## src/sv/lsc_isqrt.sv

```systemverilog
// Pipelined integer square root, one result bit per register stage.
// Digit-by-digit restoring method; no package dependencies.
`timescale 1ns / 1ps

module lsc_isqrt #(
    parameter int RAD_W = 50
) (
    input  logic                 clk,
    input  logic                 en,
    input  logic [RAD_W-1:0]     rad,
    output logic [RAD_W/2-1:0]   root
);

    localparam int RT_W = RAD_W / 2;

    logic [RT_W-1:0]  root_reg [RT_W];
    logic [RT_W-1:0]  rem_reg  [RT_W-1];
    logic [RAD_W-1:0] rest_reg [RT_W-1];

    genvar k;
    generate
        for (k = 0; k < RT_W; k++)
        begin : g_stage
            logic [RT_W-1:0]  rem_in;
            logic [RT_W-1:0]  root_in;
            logic [RAD_W-1:0] rest_in;
            logic [RT_W+1:0]  t;
            logic [RT_W+1:0]  trial;
            logic [RT_W+1:0]  diff;
            logic             ge;
            logic [RT_W+1:0]  rem_full;

            // Stage inputs: the radicand enters the first stage.
            if (k == 0)
            begin : g_first
                assign rem_in  = '0;
                assign root_in = '0;
                assign rest_in = rad;
            end
            else
            begin : g_next
                assign rem_in  = rem_reg[k-1];
                assign root_in = root_reg[k-1];
                assign rest_in = rest_reg[k-1];
            end

            // Bring down two radicand bits and try the next root bit.
            assign t        = {rem_in, rest_in[RAD_W-1 -: 2]};
            assign trial    = {root_in, 2'b01};
            assign ge       = (t >= trial);
            assign diff     = t - trial;
            assign rem_full = ge ? diff : t;

            always_ff @(posedge clk)
            begin
                if (en)
                begin
                    root_reg[k] <= {root_in[RT_W-2:0], ge};
                end
            end

            // The last stage keeps only the root.
            if (k < RT_W - 1)
            begin : g_carry
                always_ff @(posedge clk)
                begin
                    if (en)
                    begin
                        rem_reg[k]  <= rem_full[RT_W-1:0];
                        rest_reg[k] <= rest_in << 2;
                    end
                end
            end
        end
    endgenerate

    assign root = root_reg[RT_W-1];

endmodule

```

## config.mk

```make
export PLATFORM = sky130hd
export DESIGN_NAME = lsc_isqrt
export DESIGN_NICKNAME = d
export VERILOG_FILES = /design/src/sv/lsc_isqrt.sv
export SDC_FILE = /design/constraint.sdc
export NUM_CORES = 2
export LEC_CHECK = 0
export ABC_AREA = 1
export CAP_MARGIN = 20
export CORE_MARGIN = 10
export CORE_UTILIZATION = 29
export DETAILED_ROUTE_END_ITERATION = 10
export DONT_BUFFER_PORTS = 1
export GPL_TIMING_DRIVEN = 0
export PLACE_DENSITY_LB_ADDON = 0.25
export SYNTH_ARGS = -nofsm -noshare
export SYNTH_HDL_FRONTEND = slang
export SYNTH_SLANG_ARGS = --single-unit
```

## constraint.sdc

```tcl
create_clock -name clk -period 2.5 [get_ports clk]
set_input_delay 0.375 -clock clk [delete_from_list [all_inputs] [get_ports clk]]
set_output_delay 0.375 -clock clk [all_outputs]
set_load 0.005 [all_outputs]
```

==> impl_results.md <==
* Cts bufs inserted at 179
* Crit path max-delay cell type: edfxtp_1
* Number of max-cap violations at 0
* CTS H-tree depth at 4
* Crit Path Category: flop to flop
* Clk sinks at roughly 1,500
* CP Cell Sequence: ha_4 -> nand2_1 -> nor2_4 -> nand4_1 -> nor2_1 -> nor2_2 -> nand2_2 -> inv_2 -> buf_6 -> a21oi_1
* Leak pwr at 42.9 nW
* Fill count at between 20,000 and 30,000
* Final-report setup violation count at 0
* FF-to-FF Start: rem_reg[1][155]
* Tcrit/Tclk final at 0.972
* Crit-path max cell delay at 0.49 ns
* DIE AREA at 0.306 mm^2
* Maximum clock path buffer count at 4
* Commonest non-fill, non-tap cell in the layout: nand2_1
* Tmin final at between 2 and 2.5 ns
* Critical path required time at 3.13 ns
* Util after Layout at 0.341
* Skew final at about 0.032 ns
* Antenna viol nets, final at 0
* Drt wl/cell at 15.8 um
* Synth Flop Type: edfxtp_1
* Slew Limit Fails at 0
* Hpwl dp at between 150,000 and 200,000 um
* Crit end category: flop
* Area grow syn2layout at 17.0%
* Post-synthesis sequential area ratio at 0.544
* # port buffers at 0
* Starting DRC count in detailed routing at between 4,000 and 5,000
* Die Y at approximately 550 um
* Initial antenna violation count at 1
* Nets at about 10,000
* Fin. Hold Viols at 0
* First-pass GRT wire length at approximately 340,000 um
* Via density at approximately 4.5
* Routed vias at 61,600
* DRT Pass-1 Iters at 6
* Peak supply drop at between 500 and 600 uV
* Vias in the first global route at 59,400
* Crit path max fanout at 10
* Family with the most delay on the worst path: simple AND/OR/NAND/NOR gates
* P per Cell Area at 788 mW/mm^2
* Num ports at 77
* Die X at about 550 um
* Largest register FFs at 600
* Post-synth cell types at 49
* WP buf/inv at 2
* YS warnings at 0
* Post-synthesis async set-or-reset flop share at 0
* Area of the core at about 0.28 mm^2
* Global Route Usage Sum at 0.136
* Status: complete, no violations
* Pin count of the biggest net entering global routing at between 200 and 300
* Worst-skew pair later-pin latency at a little over 0.8 ns
* Hold_sp: en
* Row Count at 195
* CTS root buffer: clkbuf_16
* Post-place setup slack at -0.301 ns
* Least-Margin Pin Slew at between 1 and 1.5 ns
* Number of synthesized flops with an enable pin at roughly 1,500
* Netlist Area Pre-Place at 0.0825 mm^2
* Initial Util at 0.292
* DRC Markers at 0
* Fmax at between 400 and 500 MHz
* Synthesized flop and latch total at 1,493
* RD Place Congestion at 0.888
* Mapped Cells at roughly 9,600
* Multi-input gate area at 0.0323 mm^2
* Register area at 0.0448 mm^2
* Share of post-route cells with drive strength above 1 at 0.0880
* Most frequent cells in the layout: nand2_1, inv_1, edfxtp_1
* Critical path launch point: rem_reg[1][155]
* Overflow after GRT at 0
* Syn Area/Cell at between 8 and 9 um^2
* Critical Path AT at about 3.1 ns
* DRT Wirelength at around 220,000 um
* Crit start category: flop
* Synthesized net count at ~10,000
* Worst slew margin at 0.170
* Min-Delay Path Class: primary input to flop
* CTS tree: built
* Clk slew on worst S/H paths at 0.06 ns
* Setup ws final at between 0.06 and 0.07 ns
==> worst paths after layout <==
check | slack [ns] | depth (start not counted) | to
hold / removal | 0.09 | 1 | rem_reg[1][124]
hold reg to reg | 0.41 | 0 | rest_reg[1][18]
setup reg to reg | 0.07 | 10 | rem_reg[1][197]
setup / recovery | 0.07 | 10 | rem_reg[1][197]
==> power by group <==
group | total, mW | switching [mW] | internal (mW)
clock network | 26.3 | 10.6 | 15.6
logic | 16.8 | 10.9 | 5.87
registers | 33.0 | 1.97 | 31.0
==> final cells by class <==
class                      instances  share of cell area
antenna                            1           0.0000259
buffer                            77             0.00726
clock buffer                     207              0.0480
clock inverter                   118              0.0137
inverter                        1716              0.0668
multi-input combinational       6273               0.335
sequential                      1493               0.465
tap                             3743              0.0485
timing repair buffer             167              0.0164
==> cell families after synthesis <==
logic type / count (synthesis) / synth area share
other: 1 / 0.0000455
adder cells (fa/ha/maj): 351 / 0.0532
AO/OA/AOI/OAI: 498 / 0.0324
XOR/XNOR: 201 / 0.0213
flip-flops: 1493 / 0.544
buffers and inverters: 1795 / 0.0863
AND/OR/NAND/NOR: 5222 / 0.263
==> worst register-to-register path, stage by stage (launching register included) <==
cell and delay, ns:
edfxtp_1 0.49, ha_4 0.34, nand2_1 0.13, nor2_4 0.17, nand4_1 0.23, nor2_1 0.21, nor2_2 0.08, nand2_2 0.09
inv_2 0.09, buf_6 0.16, a21oi_1 0.25
==> per-stage QoR <==
step | cell area, um^2 | power (mW) | hold WS, ns | setup TNS [ns] | cells
2_1_floorplan | 82500 | 43.5 | 0.400 | 0 | 9561
3_3_place_gp | 87200 | 48.5 | 0.400 | -14.26 | 13300
3_5_place_dp | 87400 | 49.0 | 0.405 | -92.04 | 13300
4_1_cts | 94200 | 76.2 | 0.0810 | 0 | 13700
5_1_grt | 96500 | 80.7 | 0.130 | -0.192 | 13800
6_report | 96500 | 76.0 | 0.0934 | 0 | 13800
==> synthesized netlist by cell type (24+ instances only) <==
cell / number / share of area
buf_6: 37 / 0.0051
inv_1: 1701 / 0.077
a21oi_1: 308 / 0.019
nand4_1: 164 / 0.012
nand2_1: 3413 / 0.16
xnor2_1: 43 / 0.0046
nand3_1: 568 / 0.034
xor2_1: 158 / 0.017
buf_2: 24 / 0.0015
edfxtp_1: 1493 / 0.54
nor3_1: 74 / 0.0045
ha_1: 351 / 0.053
o21ai_0: 104 / 0.0063
o21ai_1: 34 / 0.0021
nand3b_1: 84 / 0.0076
nor2_1: 762 / 0.035
nor2_2: 51 / 0.0039
==> repair_timing <==
item / CTS / global route
gates resized for setup: 55 / 304
hold buffers: 53 / 0
cloned: 0 / 0
pin swaps: 5 / 38
setup endpoints to repair: 203 / 455
hold endpoints to repair: 107 / 0
buffers inserted: 23 / 83
==> per-layer routing <==
metal  share of wire  GRT usage  up-vias  wire (um)
li1                -          -    31400          -
met1            0.46      0.182    28600     100000
met2            0.47      0.232     1246     104000
met3           0.045     0.0178      302       9870
met4           0.023     0.0337        0       5000
met5               0          0        -          0
Note: power is estimated with default switching activity, not from simulation.
